--- src/hdl/itp_pkg.sv ---
`timescale 1ns / 1ps
`default_nettype none
// ----------------------------------------------------------------------------
// itp_pkg
// Shared types and constants of the infix to postfix tokenizer.
// ----------------------------------------------------------------------------
package itp_pkg;

    localparam int CH_W    = 8;
    localparam int START_W = 12;
    localparam int LEN_W   = 13;

    localparam logic [2:0] PREC_ADD_SUB = 3'd4;
    localparam logic [2:0] PREC_MUL_DIV = 3'd5;

    typedef enum logic [1:0] {
        TK_OPERAND  = 2'd0,
        TK_OPERATOR = 2'd1,
        TK_ERROR    = 2'd2,
        TK_END      = 2'd3
    } t_token_kind;

    typedef enum logic [1:0] {
        OP_ADD = 2'd0,
        OP_SUB = 2'd1,
        OP_MUL = 2'd2,
        OP_DIV = 2'd3
    } t_op_code;

    typedef enum logic [2:0] {
        CC_OPEN,
        CC_CLOSE,
        CC_OPER,
        CC_OPERAND,
        CC_SPACE,
        CC_NUL,
        CC_ILLEGAL
    } t_char_class;

    typedef enum logic [2:0] {
        BS_DECODE,
        BS_READ,
        BS_EVAL,
        BS_PUSH,
        BS_LAST,
        BS_END,
        BS_FLUSH
    } t_back_state;

    typedef enum logic [1:0] {
        PM_CLOSE,
        PM_OPER,
        PM_DRAIN_NUL,
        PM_DRAIN_END
    } t_pop_mode;

    typedef struct packed {
        t_char_class cls;
        t_op_code    op;
        logic        last;
    } t_cmd_hdr;

    typedef struct packed {
        t_token_kind          kind;
        logic [START_W-1:0]   start;
        logic [LEN_W-1:0]     length;
        t_op_code             op;
        logic                 last;
    } t_token;

    function automatic logic [2:0] op_prec(input t_op_code op);
        logic [2:0] prec;
        unique case (op)
            OP_ADD, OP_SUB: prec = PREC_ADD_SUB;
            OP_MUL, OP_DIV: prec = PREC_MUL_DIV;
            default:        prec = PREC_ADD_SUB;
        endcase
        return prec;
    endfunction

endpackage
`default_nettype wire

--- src/hdl/itp_if.sv ---
`timescale 1ns / 1ps
`default_nettype none
// ----------------------------------------------------------------------------
// itp_in_if / itp_out_if
// Valid/ready channels for expression characters and postfix tokens.
// ----------------------------------------------------------------------------
interface itp_in_if;
    logic                      valid;
    logic                      ready;
    logic [itp_pkg::CH_W-1:0]  ch;
    logic                      last;

    modport source (output valid, output ch, output last, input ready);
    modport sink   (input valid, input ch, input last, output ready);
endinterface

interface itp_out_if;
    logic                         valid;
    logic                         ready;
    logic [1:0]                   token_kind;
    logic [itp_pkg::START_W-1:0]  token_start;
    logic [itp_pkg::LEN_W-1:0]    token_length;
    logic [1:0]                   op_code;
    logic                         last_of_run;

    modport source (output valid, output token_kind, output token_start,
                    output token_length, output op_code, output last_of_run,
                    input ready);
    modport sink   (input valid, input token_kind, input token_start,
                    input token_length, input op_code, input last_of_run,
                    output ready);
endinterface
`default_nettype wire

--- src/hdl/itp_front.sv ---
`timescale 1ns / 1ps
`default_nettype none
// ----------------------------------------------------------------------------
// itp_front
// Accepts characters, classifies them and tags each with its position.
// ----------------------------------------------------------------------------
module itp_front #(
    parameter int MAX_EXPR_LEN = 4096,
    parameter int POS_W        = 12
) (
    input  wire logic               i_clk,
    input  wire logic               i_rst_n,
    itp_in_if.sink                  i_in,
    output itp_pkg::t_cmd_hdr       o_hdr,
    output logic [POS_W-1:0]        o_pos,
    output logic                    o_cmd_valid,
    input  wire logic               i_cmd_ready
);

    localparam logic [7:0] CH_NUL     = 8'h00;
    localparam logic [7:0] CH_TAB     = 8'h09;
    localparam logic [7:0] CH_SPACE   = 8'h20;
    localparam logic [7:0] CH_OPEN    = 8'h28;
    localparam logic [7:0] CH_CLOSE   = 8'h29;
    localparam logic [7:0] CH_STAR    = 8'h2a;
    localparam logic [7:0] CH_PLUS    = 8'h2b;
    localparam logic [7:0] CH_MINUS   = 8'h2d;
    localparam logic [7:0] CH_DOT     = 8'h2e;
    localparam logic [7:0] CH_SLASH   = 8'h2f;
    localparam logic [7:0] CH_DIG_LO  = 8'h30;
    localparam logic [7:0] CH_DIG_HI  = 8'h39;
    localparam logic [7:0] CH_UP_LO   = 8'h41;
    localparam logic [7:0] CH_UP_HI   = 8'h5a;
    localparam logic [7:0] CH_LOW_LO  = 8'h61;
    localparam logic [7:0] CH_LOW_HI  = 8'h7a;

    localparam logic [POS_W-1:0] POS_MAX = POS_W'(MAX_EXPR_LEN - 1);

    logic [POS_W-1:0] r_pos;
    logic [POS_W-1:0] n_pos;
    logic             w_accept;

    assign i_in.ready  = i_cmd_ready;
    assign o_cmd_valid = i_in.valid;
    assign w_accept    = i_in.valid && i_cmd_ready;
    assign o_pos       = r_pos;

    always_comb begin
        o_hdr.op   = itp_pkg::OP_ADD;
        o_hdr.last = i_in.last;
        unique case (i_in.ch) inside
            CH_OPEN:  o_hdr.cls = itp_pkg::CC_OPEN;
            CH_CLOSE: o_hdr.cls = itp_pkg::CC_CLOSE;
            CH_PLUS: begin
                o_hdr.cls = itp_pkg::CC_OPER;
                o_hdr.op  = itp_pkg::OP_ADD;
            end
            CH_MINUS: begin
                o_hdr.cls = itp_pkg::CC_OPER;
                o_hdr.op  = itp_pkg::OP_SUB;
            end
            CH_STAR: begin
                o_hdr.cls = itp_pkg::CC_OPER;
                o_hdr.op  = itp_pkg::OP_MUL;
            end
            CH_SLASH: begin
                o_hdr.cls = itp_pkg::CC_OPER;
                o_hdr.op  = itp_pkg::OP_DIV;
            end
            CH_SPACE, CH_TAB: o_hdr.cls = itp_pkg::CC_SPACE;
            CH_NUL:           o_hdr.cls = itp_pkg::CC_NUL;
            [CH_DIG_LO:CH_DIG_HI], CH_DOT, [CH_UP_LO:CH_UP_HI], [CH_LOW_LO:CH_LOW_HI]:
                o_hdr.cls = itp_pkg::CC_OPERAND;
            default:          o_hdr.cls = itp_pkg::CC_ILLEGAL;
        endcase
    end

    always_comb begin
        n_pos = r_pos;
        if (w_accept) begin
            if (i_in.last) begin
                n_pos = '0;
            end else if (r_pos < POS_MAX) begin
                n_pos = r_pos + 1'b1;
            end
        end
    end

    always_ff @(posedge i_clk) begin
        if (!i_rst_n) begin
            r_pos <= '0;
        end else begin
            r_pos <= n_pos;
        end
    end

endmodule
`default_nettype wire

--- src/hdl/itp_fifo.sv ---
`timescale 1ns / 1ps
`default_nettype none
// ----------------------------------------------------------------------------
// itp_fifo
// Short command queue between the front and the back.
// ----------------------------------------------------------------------------
module itp_fifo #(
    parameter int WIDTH = 16,
    parameter int DEPTH = 2
) (
    input  wire logic             i_clk,
    input  wire logic             i_rst_n,
    input  wire logic             i_valid,
    output logic                  o_ready,
    input  wire logic [WIDTH-1:0] i_data,
    output logic                  o_valid,
    input  wire logic             i_ready,
    output logic [WIDTH-1:0]      o_data
);

    localparam int PTR_W = (DEPTH > 1) ? $clog2(DEPTH) : 1;
    localparam int CNT_W = $clog2(DEPTH + 1);

    logic [WIDTH-1:0] r_mem [DEPTH];
    logic [PTR_W-1:0] r_wr_ptr;
    logic [PTR_W-1:0] r_rd_ptr;
    logic [CNT_W-1:0] r_count;
    logic             w_push;
    logic             w_pop;

    assign o_ready = (r_count != CNT_W'(DEPTH));
    assign o_valid = (r_count != '0);
    assign o_data  = r_mem[r_rd_ptr];
    assign w_push  = i_valid && o_ready;
    assign w_pop   = o_valid && i_ready;

    always_ff @(posedge i_clk) begin
        if (w_push) begin
            r_mem[r_wr_ptr] <= i_data;
        end
    end

    always_ff @(posedge i_clk) begin
        if (!i_rst_n) begin
            r_wr_ptr <= '0;
            r_rd_ptr <= '0;
            r_count  <= '0;
        end else begin
            if (w_push) begin
                r_wr_ptr <= (r_wr_ptr == PTR_W'(DEPTH - 1)) ? '0 : r_wr_ptr + 1'b1;
            end
            if (w_pop) begin
                r_rd_ptr <= (r_rd_ptr == PTR_W'(DEPTH - 1)) ? '0 : r_rd_ptr + 1'b1;
            end
            if (w_push && !w_pop) begin
                r_count <= r_count + 1'b1;
            end else if (w_pop && !w_push) begin
                r_count <= r_count - 1'b1;
            end
        end
    end

endmodule
`default_nettype wire

--- src/hdl/itp_back.sv ---
`timescale 1ns / 1ps
`default_nettype none
// ----------------------------------------------------------------------------
// itp_back
// Operand tracking, operator stack and token output of the tokenizer.
// ----------------------------------------------------------------------------
module itp_back #(
    parameter int STACK_DEPTH = 16,
    parameter int POS_W       = 12
) (
    input  wire logic               i_clk,
    input  wire logic               i_rst_n,
    input  wire logic               i_cmd_valid,
    output logic                    o_cmd_ready,
    input  wire itp_pkg::t_cmd_hdr  i_hdr,
    input  wire logic [POS_W-1:0]   i_pos,
    itp_out_if.source               o_out
);

    localparam int CW = $clog2(STACK_DEPTH + 1);
    localparam int AW = $clog2(STACK_DEPTH);
    localparam int LW = (POS_W + 1 > itp_pkg::LEN_W) ? POS_W + 1 : itp_pkg::LEN_W;
    localparam int SW = (POS_W > itp_pkg::START_W) ? POS_W : itp_pkg::START_W;

    typedef struct packed {
        logic               is_paren;
        itp_pkg::t_op_code  op;
        logic [POS_W-1:0]   pos;
    } t_entry;

    function automatic logic [itp_pkg::START_W-1:0] to_start(input logic [POS_W-1:0] p);
        logic [SW-1:0] wide;
        wide = SW'(p);
        return wide[itp_pkg::START_W-1:0];
    endfunction

    function automatic itp_pkg::t_token make_tok(
        input itp_pkg::t_token_kind   kind,
        input logic [POS_W-1:0]       p,
        input logic [LW-1:0]          len,
        input itp_pkg::t_op_code      op
    );
        itp_pkg::t_token tok;
        tok.kind   = kind;
        tok.start  = to_start(p);
        tok.length = len[itp_pkg::LEN_W-1:0];
        tok.op     = op;
        tok.last   = 1'b0;
        return tok;
    endfunction

    t_entry                 r_stack [STACK_DEPTH];
    t_entry                 r_rd_data;

    itp_pkg::t_back_state   r_state;
    itp_pkg::t_back_state   n_state;
    itp_pkg::t_pop_mode     r_mode;
    itp_pkg::t_pop_mode     n_mode;
    itp_pkg::t_cmd_hdr      r_hdr;
    itp_pkg::t_cmd_hdr      n_hdr;
    logic [POS_W-1:0]       r_pos;
    logic [POS_W-1:0]       n_pos;
    logic [POS_W-1:0]       r_start;
    logic [POS_W-1:0]       n_start;
    logic                   r_in_op;
    logic                   n_in_op;
    logic                   r_err;
    logic                   n_err;
    logic [CW-1:0]          r_count;
    logic [CW-1:0]          n_count;
    logic                   r_out_valid;
    logic                   n_out_valid;
    itp_pkg::t_token        r_out;
    itp_pkg::t_token        n_out;
    logic                   r_pend_valid;
    logic                   n_pend_valid;
    itp_pkg::t_token        r_pend;
    itp_pkg::t_token        n_pend;

    logic                   w_out_free;
    logic                   w_can_emit;
    logic                   w_need_emit;
    logic                   w_need_flush;
    logic                   w_hold;
    logic                   w_emit;
    logic                   w_flush;
    itp_pkg::t_token        w_tok;
    logic                   w_term;
    logic                   w_full;
    logic                   w_empty;
    logic                   w_pop_oper;
    logic                   w_push;
    logic [CW-1:0]          w_top_idx;
    logic [AW-1:0]          w_rd_addr;
    logic [AW-1:0]          w_wr_addr;
    t_entry                 w_wr_entry;
    logic [LW-1:0]          w_len_cut;
    logic [LW-1:0]          w_len_end;

    assign w_out_free = !r_out_valid || o_out.ready;
    assign w_can_emit = !r_pend_valid || w_out_free;
    assign w_term     = (i_hdr.cls == itp_pkg::CC_CLOSE) || (i_hdr.cls == itp_pkg::CC_SPACE)
                     || (i_hdr.cls == itp_pkg::CC_NUL);
    assign w_full     = (r_count == CW'(STACK_DEPTH));
    assign w_empty    = (r_count == '0);
    assign w_pop_oper = !r_rd_data.is_paren
                     && (itp_pkg::op_prec(r_rd_data.op) >= itp_pkg::op_prec(r_hdr.op));
    assign w_top_idx  = r_count - 1'b1;
    assign w_rd_addr  = w_top_idx[AW-1:0];
    assign w_wr_addr  = r_count[AW-1:0];
    assign w_len_cut  = LW'(i_pos) - LW'(r_start);
    assign w_len_end  = LW'(r_pos) - LW'(r_start) + LW'(1);

    assign w_wr_entry.is_paren = (r_hdr.cls == itp_pkg::CC_OPEN);
    assign w_wr_entry.op       = r_hdr.op;
    assign w_wr_entry.pos      = r_pos;
    assign w_push              = (r_state == itp_pkg::BS_PUSH) && !w_hold && !w_full;

    // work out whether this cycle emits a token or closes a run
    always_comb begin
        w_need_emit  = 1'b0;
        w_need_flush = 1'b0;
        w_tok        = make_tok(itp_pkg::TK_END, r_pos, '0, itp_pkg::OP_ADD);
        unique case (r_state)
            itp_pkg::BS_DECODE: begin
                w_need_emit = i_cmd_valid && !r_err
                           && ((r_in_op && w_term)
                               || (!r_in_op && i_hdr.cls == itp_pkg::CC_ILLEGAL));
                if (r_in_op) begin
                    w_tok = make_tok(itp_pkg::TK_OPERAND, r_start, w_len_cut, itp_pkg::OP_ADD);
                end else begin
                    w_tok = make_tok(itp_pkg::TK_ERROR, i_pos, LW'(1), itp_pkg::OP_ADD);
                end
            end
            itp_pkg::BS_EVAL: begin
                if (r_mode == itp_pkg::PM_OPER) begin
                    w_need_emit = w_pop_oper;
                end else begin
                    w_need_emit = !r_rd_data.is_paren;
                end
                w_tok = make_tok(itp_pkg::TK_OPERATOR, r_rd_data.pos, LW'(1), r_rd_data.op);
            end
            itp_pkg::BS_PUSH: begin
                w_need_emit = w_full;
                w_tok       = make_tok(itp_pkg::TK_ERROR, r_pos, LW'(1), itp_pkg::OP_ADD);
            end
            itp_pkg::BS_LAST: begin
                w_need_emit  = r_hdr.last && !r_err && r_in_op;
                w_need_flush = !r_hdr.last;
                w_tok        = make_tok(itp_pkg::TK_OPERAND, r_start, w_len_end,
                                        itp_pkg::OP_ADD);
            end
            itp_pkg::BS_END: begin
                w_need_emit = 1'b1;
            end
            itp_pkg::BS_FLUSH: begin
                w_need_flush = 1'b1;
            end
            default: begin
                w_need_emit  = 1'b0;
            end
        endcase
        w_hold  = (w_need_emit && !w_can_emit) || (w_need_flush && r_pend_valid && !w_out_free);
        w_emit  = w_need_emit && !w_hold;
        w_flush = w_need_flush && !w_hold;
    end

    assign o_cmd_ready = (r_state == itp_pkg::BS_DECODE) && !w_hold;

    // next state
    always_comb begin
        n_state = r_state;
        unique case (r_state)
            itp_pkg::BS_DECODE: begin
                if (i_cmd_valid && !w_hold) begin
                    if (r_err || (r_in_op && !w_term)) begin
                        n_state = itp_pkg::BS_LAST;
                    end else begin
                        unique case (i_hdr.cls)
                            itp_pkg::CC_OPEN:  n_state = itp_pkg::BS_PUSH;
                            itp_pkg::CC_CLOSE,
                            itp_pkg::CC_OPER,
                            itp_pkg::CC_NUL:   n_state = itp_pkg::BS_READ;
                            default:           n_state = itp_pkg::BS_LAST;
                        endcase
                    end
                end
            end
            itp_pkg::BS_READ: begin
                if (w_empty) begin
                    unique case (r_mode)
                        itp_pkg::PM_OPER:      n_state = itp_pkg::BS_PUSH;
                        itp_pkg::PM_DRAIN_END: n_state = itp_pkg::BS_END;
                        default:               n_state = itp_pkg::BS_LAST;
                    endcase
                end else begin
                    n_state = itp_pkg::BS_EVAL;
                end
            end
            itp_pkg::BS_EVAL: begin
                if (!w_hold) begin
                    unique case (r_mode)
                        itp_pkg::PM_CLOSE:
                            n_state = r_rd_data.is_paren ? itp_pkg::BS_LAST : itp_pkg::BS_READ;
                        itp_pkg::PM_OPER:
                            n_state = w_pop_oper ? itp_pkg::BS_READ : itp_pkg::BS_PUSH;
                        default:
                            n_state = itp_pkg::BS_READ;
                    endcase
                end
            end
            itp_pkg::BS_PUSH: begin
                if (!w_hold) begin
                    n_state = itp_pkg::BS_LAST;
                end
            end
            itp_pkg::BS_LAST: begin
                if (!w_hold) begin
                    if (!r_hdr.last) begin
                        n_state = itp_pkg::BS_DECODE;
                    end else if (r_err) begin
                        n_state = itp_pkg::BS_END;
                    end else begin
                        n_state = itp_pkg::BS_READ;
                    end
                end
            end
            itp_pkg::BS_END: begin
                if (!w_hold) begin
                    n_state = itp_pkg::BS_FLUSH;
                end
            end
            itp_pkg::BS_FLUSH: begin
                if (!w_hold) begin
                    n_state = itp_pkg::BS_DECODE;
                end
            end
            default: n_state = itp_pkg::BS_DECODE;
        endcase
    end

    // expression state, stack count and token registers
    always_comb begin
        n_mode       = r_mode;
        n_hdr        = r_hdr;
        n_pos        = r_pos;
        n_start      = r_start;
        n_in_op      = r_in_op;
        n_err        = r_err;
        n_count      = r_count;
        n_out_valid  = r_out_valid && !o_out.ready;
        n_out        = r_out;
        n_pend_valid = r_pend_valid;
        n_pend       = r_pend;

        unique case (r_state)
            itp_pkg::BS_DECODE: begin
                if (i_cmd_valid && !w_hold) begin
                    n_hdr = i_hdr;
                    n_pos = i_pos;
                    if (!r_err && (!r_in_op || w_term)) begin
                        n_in_op = 1'b0;
                        unique case (i_hdr.cls)
                            itp_pkg::CC_OPERAND: begin
                                n_in_op = 1'b1;
                                n_start = i_pos;
                            end
                            itp_pkg::CC_ILLEGAL: n_err  = 1'b1;
                            itp_pkg::CC_CLOSE:   n_mode = itp_pkg::PM_CLOSE;
                            itp_pkg::CC_OPER:    n_mode = itp_pkg::PM_OPER;
                            itp_pkg::CC_NUL:     n_mode = itp_pkg::PM_DRAIN_NUL;
                            default:             n_mode = r_mode;
                        endcase
                    end
                end
            end
            itp_pkg::BS_READ: begin
                if (w_empty && r_mode == itp_pkg::PM_DRAIN_NUL) begin
                    n_err = 1'b1;
                end
            end
            itp_pkg::BS_EVAL: begin
                if (!w_hold && (r_mode != itp_pkg::PM_OPER || w_pop_oper)) begin
                    n_count = r_count - 1'b1;
                end
            end
            itp_pkg::BS_PUSH: begin
                if (!w_hold) begin
                    if (w_full) begin
                        n_err = 1'b1;
                    end else begin
                        n_count = r_count + 1'b1;
                    end
                end
            end
            itp_pkg::BS_LAST: begin
                if (!w_hold && r_hdr.last && !r_err) begin
                    n_in_op = 1'b0;
                    n_mode  = itp_pkg::PM_DRAIN_END;
                end
            end
            itp_pkg::BS_END: begin
                if (!w_hold) begin
                    n_in_op = 1'b0;
                    n_start = '0;
                    n_count = '0;
                    n_err   = 1'b0;
                end
            end
            default: n_count = r_count;
        endcase

        // hold one token back so the final token of a run can be marked
        if (w_emit) begin
            if (r_pend_valid) begin
                n_out_valid = 1'b1;
                n_out       = r_pend;
            end
            n_pend_valid = 1'b1;
            n_pend       = w_tok;
        end else if (w_flush && r_pend_valid) begin
            n_out_valid  = 1'b1;
            n_out        = r_pend;
            n_out.last   = 1'b1;
            n_pend_valid = 1'b0;
        end
    end

    always_ff @(posedge i_clk) begin
        if (w_push) begin
            r_stack[w_wr_addr] <= w_wr_entry;
        end
        if (r_state == itp_pkg::BS_READ) begin
            r_rd_data <= r_stack[w_rd_addr];
        end
    end

    always_ff @(posedge i_clk) begin
        if (!i_rst_n) begin
            r_state      <= itp_pkg::BS_DECODE;
            r_mode       <= itp_pkg::PM_CLOSE;
            r_start      <= '0;
            r_in_op      <= 1'b0;
            r_err        <= 1'b0;
            r_count      <= '0;
            r_out_valid  <= 1'b0;
            r_pend_valid <= 1'b0;
        end else begin
            r_state      <= n_state;
            r_mode       <= n_mode;
            r_start      <= n_start;
            r_in_op      <= n_in_op;
            r_err        <= n_err;
            r_count      <= n_count;
            r_out_valid  <= n_out_valid;
            r_pend_valid <= n_pend_valid;
        end
    end

    always_ff @(posedge i_clk) begin
        r_hdr  <= n_hdr;
        r_pos  <= n_pos;
        r_out  <= n_out;
        r_pend <= n_pend;
    end

    assign o_out.valid        = r_out_valid;
    assign o_out.token_kind   = r_out.kind;
    assign o_out.token_start  = r_out.start;
    assign o_out.token_length = r_out.length;
    assign o_out.op_code      = r_out.op;
    assign o_out.last_of_run  = r_out.last;

endmodule
`default_nettype wire

--- src/hdl/infix_to_postfix_tokenizer.sv ---
`timescale 1ns / 1ps
`default_nettype none
// ----------------------------------------------------------------------------
// infix_to_postfix_tokenizer
// Streaming shunting-yard converter from infix characters to postfix tokens.
//
// i_in takes one ASCII character per word, last marking the end of an
// expression. o_out gives tokens (operand, operator, error, end) as start
// position and length; last_of_run marks the final token caused by a word.
// The front tags each character with its position and classifies it, then
// a two-entry queue hands it to the back, which owns the operator stack.
// In the back a character passes through decode and wrap-up, and a push adds
// its own state. Each stack entry popped or dropped adds a memory read, then a
// compare and emit; an operator stopped by a lower entry adds a read and a
// compare, a walk that finds the stack empty adds a read, and the end of an
// expression adds an end and a flush state. Tokens pass through a one-deep
// hold register and the output register; a held token moves on when the back
// makes its next token or closes the run. When the receiver stalls, the back
// waits with its tokens and the queue keeps taking characters until full.
// Reset clears the position, the stack count and all handshake state;
// the stack memory needs no clearing.
// ----------------------------------------------------------------------------
module infix_to_postfix_tokenizer #(
    parameter int STACK_DEPTH  = 16,
    parameter int MAX_EXPR_LEN = 4096
) (
    input  wire logic   i_clk,
    input  wire logic   i_rst_n,
    itp_in_if.sink      i_in,
    itp_out_if.source   o_out
);

    localparam int POS_W = $clog2(MAX_EXPR_LEN);
    localparam int HDR_W = $bits(itp_pkg::t_cmd_hdr);
    localparam int CMD_W = HDR_W + POS_W;

    itp_pkg::t_cmd_hdr  w_front_hdr;
    logic [POS_W-1:0]   w_front_pos;
    logic               w_front_valid;
    logic               w_front_ready;
    logic [CMD_W-1:0]   w_fifo_in;
    logic [CMD_W-1:0]   w_fifo_out;
    logic               w_back_valid;
    logic               w_back_ready;
    itp_pkg::t_cmd_hdr  w_back_hdr;
    logic [POS_W-1:0]   w_back_pos;

    itp_front #(
        .MAX_EXPR_LEN (MAX_EXPR_LEN),
        .POS_W        (POS_W)
    ) u_front (
        .i_clk        (i_clk),
        .i_rst_n      (i_rst_n),
        .i_in         (i_in),
        .o_hdr        (w_front_hdr),
        .o_pos        (w_front_pos),
        .o_cmd_valid  (w_front_valid),
        .i_cmd_ready  (w_front_ready)
    );

    assign w_fifo_in  = {w_front_hdr, w_front_pos};

    itp_fifo #(
        .WIDTH   (CMD_W),
        .DEPTH   (2)
    ) u_fifo (
        .i_clk   (i_clk),
        .i_rst_n (i_rst_n),
        .i_valid (w_front_valid),
        .o_ready (w_front_ready),
        .i_data  (w_fifo_in),
        .o_valid (w_back_valid),
        .i_ready (w_back_ready),
        .o_data  (w_fifo_out)
    );

    assign w_back_hdr = itp_pkg::t_cmd_hdr'(w_fifo_out[CMD_W-1:POS_W]);
    assign w_back_pos = w_fifo_out[POS_W-1:0];

    itp_back #(
        .STACK_DEPTH (STACK_DEPTH),
        .POS_W       (POS_W)
    ) u_back (
        .i_clk       (i_clk),
        .i_rst_n     (i_rst_n),
        .i_cmd_valid (w_back_valid),
        .o_cmd_ready (w_back_ready),
        .i_hdr       (w_back_hdr),
        .i_pos       (w_back_pos),
        .o_out       (o_out)
    );

endmodule
`default_nettype wire

--- src/flat_wrapper.sv ---
// flat-port wrapper written by rule: the top's interface ports become plain ports
module infix_to_postfix_tokenizer_flat 
#(
    parameter int STACK_DEPTH  = 16,
    parameter int MAX_EXPR_LEN = 4096
)
  (i_clk, i_rst_n, i_in_valid, i_in_ch, i_in_last, i_in_ready, o_out_valid, o_out_token_kind, o_out_token_start, o_out_token_length, o_out_op_code, o_out_last_of_run, o_out_ready);
  itp_in_if i_in_i ();
  itp_out_if o_out_i ();
  input  wire logic i_clk;
  input  wire logic i_rst_n;
  input wire logic [$bits(i_in_i.valid)-1:0] i_in_valid;
  input wire logic [$bits(i_in_i.ch)-1:0] i_in_ch;
  input wire logic [$bits(i_in_i.last)-1:0] i_in_last;
  output wire logic [$bits(i_in_i.ready)-1:0] i_in_ready;
  output wire logic [$bits(o_out_i.valid)-1:0] o_out_valid;
  output wire logic [$bits(o_out_i.token_kind)-1:0] o_out_token_kind;
  output wire logic [$bits(o_out_i.token_start)-1:0] o_out_token_start;
  output wire logic [$bits(o_out_i.token_length)-1:0] o_out_token_length;
  output wire logic [$bits(o_out_i.op_code)-1:0] o_out_op_code;
  output wire logic [$bits(o_out_i.last_of_run)-1:0] o_out_last_of_run;
  input wire logic [$bits(o_out_i.ready)-1:0] o_out_ready;
  assign i_in_i.valid = i_in_valid;
  assign i_in_i.ch = i_in_ch;
  assign i_in_i.last = i_in_last;
  assign i_in_ready = i_in_i.ready;
  assign o_out_valid = o_out_i.valid;
  assign o_out_token_kind = o_out_i.token_kind;
  assign o_out_token_start = o_out_i.token_start;
  assign o_out_token_length = o_out_i.token_length;
  assign o_out_op_code = o_out_i.op_code;
  assign o_out_last_of_run = o_out_i.last_of_run;
  assign o_out_i.ready = o_out_ready;
  infix_to_postfix_tokenizer #(.STACK_DEPTH(STACK_DEPTH), .MAX_EXPR_LEN(MAX_EXPR_LEN)) u_core (.i_clk(i_clk), .i_rst_n(i_rst_n), .i_in(i_in_i), .o_out(o_out_i));
endmodule
--- config.mk ---
export PLATFORM = sky130hd
export DESIGN_NAME = infix_to_postfix_tokenizer_flat
export DESIGN_NICKNAME = d
export VERILOG_FILES = /design/src/hdl/itp_pkg.sv /design/src/hdl/itp_if.sv /design/src/hdl/itp_front.sv /design/src/hdl/itp_fifo.sv /design/src/hdl/itp_back.sv /design/src/hdl/infix_to_postfix_tokenizer.sv /design/src/flat_wrapper.sv
export SDC_FILE = /design/constraint.sdc
export NUM_CORES = 1
export LEC_CHECK = 0
export BUFFER_PORTS_ARGS = -buffer_cell sky130_fd_sc_hd__buf_2
export CORE_MARGIN = 2
export CORE_UTILIZATION = 25
export CTS_BUF_LIST = sky130_fd_sc_hd__clkbuf_2
export CTS_CLUSTER_DIAMETER = 120
export CTS_CLUSTER_SIZE = 40
export DETAILED_ROUTE_END_ITERATION = 8
export PLACE_DENSITY_LB_ADDON = 0.2
export SLEW_MARGIN = 15
export SYNTH_ARGS = -nofsm -noshare
export SYNTH_HDL_FRONTEND = slang
export SYNTH_SLANG_ARGS = --single-unit
export TNS_END_PERCENT = 20
--- constraint.sdc ---
create_clock -name i_clk -period 3.54 [get_ports i_clk]
set_input_delay 0.531 -clock i_clk [delete_from_list [all_inputs] [get_ports i_clk]]
set_output_delay 0.531 -clock i_clk [all_outputs]
set_load 0.02 [all_outputs]
Word-level counts from Yosys, hierarchy flattened --
Memory sizes are Yosys's and may differ from the RTL's. A register that Yosys moved wholly into a read port is not among the register bits. Cells that the tools add are included. Widths: inputs -> output; s select.
Word-level totals: memories kept 2, memory bits (writable) 276, logic and storage cells 256, flip-flop bits (word level) 120
Memories:
- u_core.u_back.r_stack | depth 16, bits a word 15, rd ports 1, clocked after memory_dff 1, wr ports 1, line itp_back.sv:52 | t_entry r_stack [STACK_DEPTH];
- u_core.u_fifo.r_mem | depth 2, bits a word 18, rd ports 1, clocked after memory_dff 1, wr ports 1, line itp_fifo.sv:24 | logic [WIDTH-1:0] r_mem [DEPTH];
Cells by class: reduce and logical (&&, ||, !) cells 88, magnitude comparators 8, eq/ne operators 49, add/subtract/negate cells 10, muxes and demuxes 73
Operators by type and width (count):
- $mux 30 | 4
- $pmux 30 s4 | 1
- $mux 12 | 6
- $eq 8x6->1 const B | 8
- $mux 3 | 11
- $logic_and 1x1->1 | 31
- $pmux 3 s2 | 5
- $ne 2x2->1 const B | 13
- $sub 12x12->13 | 2
- $mux 1 | 25
- $pmux 12 s2 | 1
- $pmux 3 s7 | 1
- $mux 5 | 4
- $reduce_and 5->1 | 4
- $eq 3x3->1 const B | 6
- $pmux 3 s6 | 1
- $ge 8x7->1 const B | 2
- $le 8x7->1 const B | 2
- $pmux 5 s3 | 1
- $logic_not 1->1 | 14
- $add 13x1->13 const B | 1
- $add 12x1->12 const B | 1
- $eq 2x2->1 const B | 6
- $eq 3x2->1 const B | 4
- 36 further kinds | 74

Longest topological paths before layout --
word-level depth 15, depth in mapped cells 15

Cells and area by module --
A second synthesis with hierarchy kept.
Unflattened totals: cells, all modules 1107, area, all modules 17684.5 sq um
Modules (own cells, without submodules):
- itp_back | instances 1, area an instance 15297.2 sq um, cells each 923
- itp_fifo | instances 1, area an instance 1539.0 sq um, cells each 80
- itp_front | instances 1, area an instance 848.3 sq um, cells each 104

Worst setup path after synthesis --
OpenSTA, ideal clock, no wires.
path kind reg2reg, start register u_core.u_back.r_count[0], end register u_core.u_back.r_out, in the netlist u_core.u_back.o_out.last_of_run, enable pin, stages on the path, launching flop included 11, library setup time 417 ps, path buffers 2, data arrival time 3207 ps, period minus slack after synthesis 3624 ps, path slack -84 ps, cell sequence dfxtp_1 > buf_2 > buf_1 > inv_1 > ha_1 > nand3_1 > o32a_1 > o221a_2 > nand3_1 > nand2_1 > nor2_1
On the way: word-level cells in the longest chain between the ends 9
Ends and longest elaborated chain:
- start: declaration | line itp_back.sv:69 | logic [CW-1:0] r_count;
- start signal: assignment | line itp_back.sv:354 | r_count <= n_count;
- $eq 5x5->1 * | line itp_back.sv:104 | assign w_full = (r_count == CW'(STACK_DEPTH));
- $pmux 1 s5 * | line itp_back.sv:124 | unique case (r_state)
- $logic_and 1x1->1 | line itp_back.sv:163 | w_hold = (w_need_emit && !w_can_emit) || (w_need_flush && r_pend_valid && !w_out_free);
- $logic_or 1x1->1 | line itp_back.sv:163
- $logic_not 1->1
- $logic_and 1x1->1 | line itp_back.sv:165 | w_flush = w_need_flush && !w_hold;
- $logic_and 1x1->1 | line itp_back.sv:321 | end else if (w_flush && r_pend_valid) begin
- $reduce_bool 2->1 (no source line)
- $reduce_and 2->1 (no source line) *
- end signal: assignment | line itp_back.sv:363 | r_out <= n_out;
- end: declaration | line itp_back.sv:73 | itp_pkg::t_token r_out;
Every way passes the cells marked *; elsewhere a longest branch is shown, timed or not. A chain may end at the register's enable or synchronous reset.

==> impl_metrics.py <==
metrics = {
    "run_status": {
        "outcome": "finished clean",
    },
    "global_routing": {
        "grt_usage": 0.116,
        "grt_max_degree": 67,
        "met1_usage": 0.162,
        "grt.overflow.total": 0,
        "antenna_found_initial": 3,
        "grt_pass1_wl_um": 64000,
        "busiest_layer": "met2",
        "grt_pass1_vias": 9726,
        "met2_usage": 0.196,
        "grtUsageMet3": 0.0128,
    },
    "synth": {
        "synth_edf_count": 368,
        "synthTopCellsByArea": "edfxtp_1 (63%), mux4_2 (9.6%), dfxtp_1 (4.9%)",
        "yosys_warnings": 0,
        "yosysTopAreaCell": "edfxtp_1",
        "yosys.area.top_type_share": 0.628,
        "synthArstFlopShare": 0,
        "synth_area_mm2": 0.0176,
        "ys_seq_area_frac": 0.677,
        "synth_most_common_cell": "edfxtp_1",
        "ys_types": 66,
        "synth_common_cells": "edfxtp_1 (368), mux4_2 (75), nand2_1 (63), nor2_1 (47)",
        "syn_inst": 1094,
        "synth_nets": 1151,
        "synth-main-ff-cell": "edfxtp_1",
        "syn_area_per_cell_um2": 16.1,
        "synth.ff_latch_count": 411,
    },
    "clock_network": {
        "clock_sinks": 411,
        "cts-root-buf": "clkbuf_2",
        "ctsResizeCount": 0,
        "cts_htree_levels": 1,
        "clk_latency_ns": 1.17,
        "clockBufferDepth": 3,
        "cts_buffers": 15,
        "hold_buffers": 17,
        "post_cts_buffers": 0,
        "clkTransAtPathRegs_ns": 0.57,
        "cts_tree": "yes",
    },
    "cells_and_area": {
        "drive_gt1_frac": 0.201,
        "seqCellArea_mm2": 0.0119,
        "final_nets": 1236,
        "fillCellCount": 7000,
        "multi_input_area_mm2": 0.00535,
        "post-route-cell-area_mm2": 0.0196,
        "area_delta_synth_final_pct": 11.5,
    },
    "timing": {
        "slew_viol_final": 0,
        "layout_setup_ws_ns": 0.330,
        "finalSetupViolations": 0,
        "rsz0062_at_grt": "no",
        "fin_skew_ns": 0.147,
        "tightest_slew_ns": 1.12,
        "max_slew_margin": 0.248,
        "fin_crit_sh": 0.907,
        "period_needed_ns": 3.21,
        "hold_viol": 0,
        "clock.fmax_ghz": 0.312,
        "fin_setup_tns_ns": 0,
    },
    "setup_path": {
        "cp_max_fo": 11,
        "critPathLaunchType": "flop",
        "reg2reg_depth": 9,
        "critPathRequiredTime_ns": 4.42,
        "rrSetupSlack_ns": 0.33,
        "endpoint_kind": "flop",
        "rr_endpoint": "u_core.u_back.r_pend[13]",
        "cp.arrival_ns": 4.09,
        "crit_type": "flop to flop",
    },
    "route": {
        "wl_per_cell_um": 20.1,
        "antenna_left": 0,
        "viasPerCell": 4.56,
        "drt_wl_total_um": 42800,
        "dr.pass1.iters": 5,
        "drt_iter0_drc": 631,
        "drc": 0,
        "dr_total_vias": 9703,
    },
    "hold_path": {
        "hold_class": "input pin to flop",
        "hold-path-endpoint": "u_core.u_fifo.r_mem[0][17]",
        "worstHoldPathCells": 4,
        "min_from": "i_in_ch[4]",
    },
    "place": {
        "gp_congestion": 0.811,
        "dp_hpwl_um": 28700,
        "io_buffers": 44,
        "placed_area_mm2": 0.0193,
        "dp_slack_ns": 0.425,
    },
    "power": {
        "finalPower_uw": 13400,
        "vdd.ir_drop.worst_uv": 275,
        "power.density_mw_per_mm2": 684,
        "power.leakage_uw": 0.00637,
    },
    "die": {
        "row_count": 97,
        "die_h_um": 269,
        "core_region_area_mm2": 0.0698,
        "start_util": 0.252,
        "fp.dieW_um": 269,
        "ios": 45,
        "fp.dieArea_mm2": 0.0725,
    },
    "run": {
        "drv_cap": 0,
    },
}
worst max-delay path by stage:
| stage | startpoint | to | slack [ns] |
|---|---|---|---|
| floorplan | u_core.u_back.r_count[0] | u_core.u_fifo.r_count[1] | 0.12 |
| global placement | flop | u_core.u_back.r_pend[13] | 0.45 |
| detailed placement | flop | u_core.u_back.r_pend[13] | 0.43 |
| CTS | flop | u_core.u_back.r_pend[13] | 0.35 |
| global route | flop | u_core.u_back.r_pend[13] | 0.07 |
| finish | flop | u_core.u_back.r_pend[13] | 0.33 |
sequential cells by signal (all words and copies together), names as in the netlist, 2 cells and up, named ones only:
| name | cells |
|---|---|
| u_core.u_back.r_stack | 240 |
| u_core.u_fifo.r_mem | 36 |
| u_core.u_back.r_pend | 29 |
| u_core.u_back.r_rd_data | 15 |
| u_core.u_back.o_out.token_length | 13 |
| u_core.u_back.o_out.token_start | 12 |
| u_core.u_back.r_pos | 12 |
| u_core.u_back.r_start | 12 |
| u_core.u_front.o_pos | 12 |
| u_core.u_back.r_hdr | 6 |
| u_core.u_back.r_count | 5 |
| u_core.u_back.r_state | 3 |
| u_core.u_back.o_out.op_code | 2 |
| u_core.u_back.o_out.token_kind | 2 |
| u_core.u_back.r_mode | 2 |
| u_core.u_fifo.r_count | 2 |
metrics by stage:
step | cells | utilization | hold slack (ns)
floorplan | 1094 | - | 0.400
global placement | 2085 | 0.276 | 0.401
detailed placement | 2085 | 0.276 | 0.405
CTS | 2128 | 0.281 | 0.0665
global route | 2129 | 0.281 | 0.0913
finish | 2129 | 0.281 | 0.162
cells by family after synthesis:
logic type,count (synthesis),share of synthesized area
adders and majority gates,44,0.0322
and+or+nand+nor,241,0.0704
xor gates and xnor gates,32,0.0159
buffers and inverters,86,0.0203
AOI/OAI and AO/OA,166,0.0645
muxes,114,0.119
DFF,411,0.677
worst max-delay path, cell delays in order, from the launching register on:
cell and delay, ns:
dfxtp_1 0.48, buf_4 0.21, mux2_2 0.42, fa_1 0.48
a21o_1 0.20, a211oi_1 0.32, o21ai_0 0.23, a221oi_1 0.42
xnor2_1 0.16, o22ai_1 0.09
routing by layer:
| metal | part of all wire | routed length (µm) |
|---|---|---|
| met1 | 0.47 | 20100 |
| met3 | 0.029 | 1240 |
| met4 | 0.011 | 488 |
| met5 | 0.00096 | 41 |
| met2 | 0.49 | 20900 |
cells in the final DEF (no fill, tap or decap), types with 4 or more instances in the layout:
cell,synthesis,routed
edfxtp_1,368,368
mux4_2,75,75
nand2_1,63,63
buf_4,1,52
nor2_1,47,46
buf_2,13,44
o21ai_0,43,43
dfxtp_1,43,42
ha_1,42,41
inv_1,36,36
nand3_1,29,29
a21oi_1,27,27
mux2i_1,22,22
clkbuf_2,0,22
xor2_1,19,19
mux2_2,17,17
dlygate4sd3_1,0,17
and2_1,16,16
nand2b_1,15,15
and3_1,15,15
nor3_1,13,13
a22oi_1,12,12
a222oi_1,12,12
xnor2_1,13,11
nand4_1,10,10
a21o_1,9,9
or3_1,7,7
a31oi_1,7,7
a211oi_1,7,7
o21a_1,7,7
o22ai_1,7,7
o31ai_1,6,6
buf_12,0,5
or2_2,4,4
nor2b_1,4,4
a32o_1,4,4
power by group:
group	internal (µW)	switching (µW)	total (µW)
sequential	6390	453	6850
clock	198	1410	1610
combinational	2010	2950	4960
total	8600	4810	13400
cell type report:
class / instances / area share
Clock buffer: 22 / 0.00562
Timing Repair Buffer: 118 / 0.0449
Multi-Input combinational cell: 597 / 0.273
Clock inverter: 4 / 0.00211
Sequential cell: 411 / 0.608
Inverter: 36 / 0.00689
Antenna cell: 1 / 0.000128
Tap cell: 940 / 0.0600
Power figures use the tool's default switching activity.
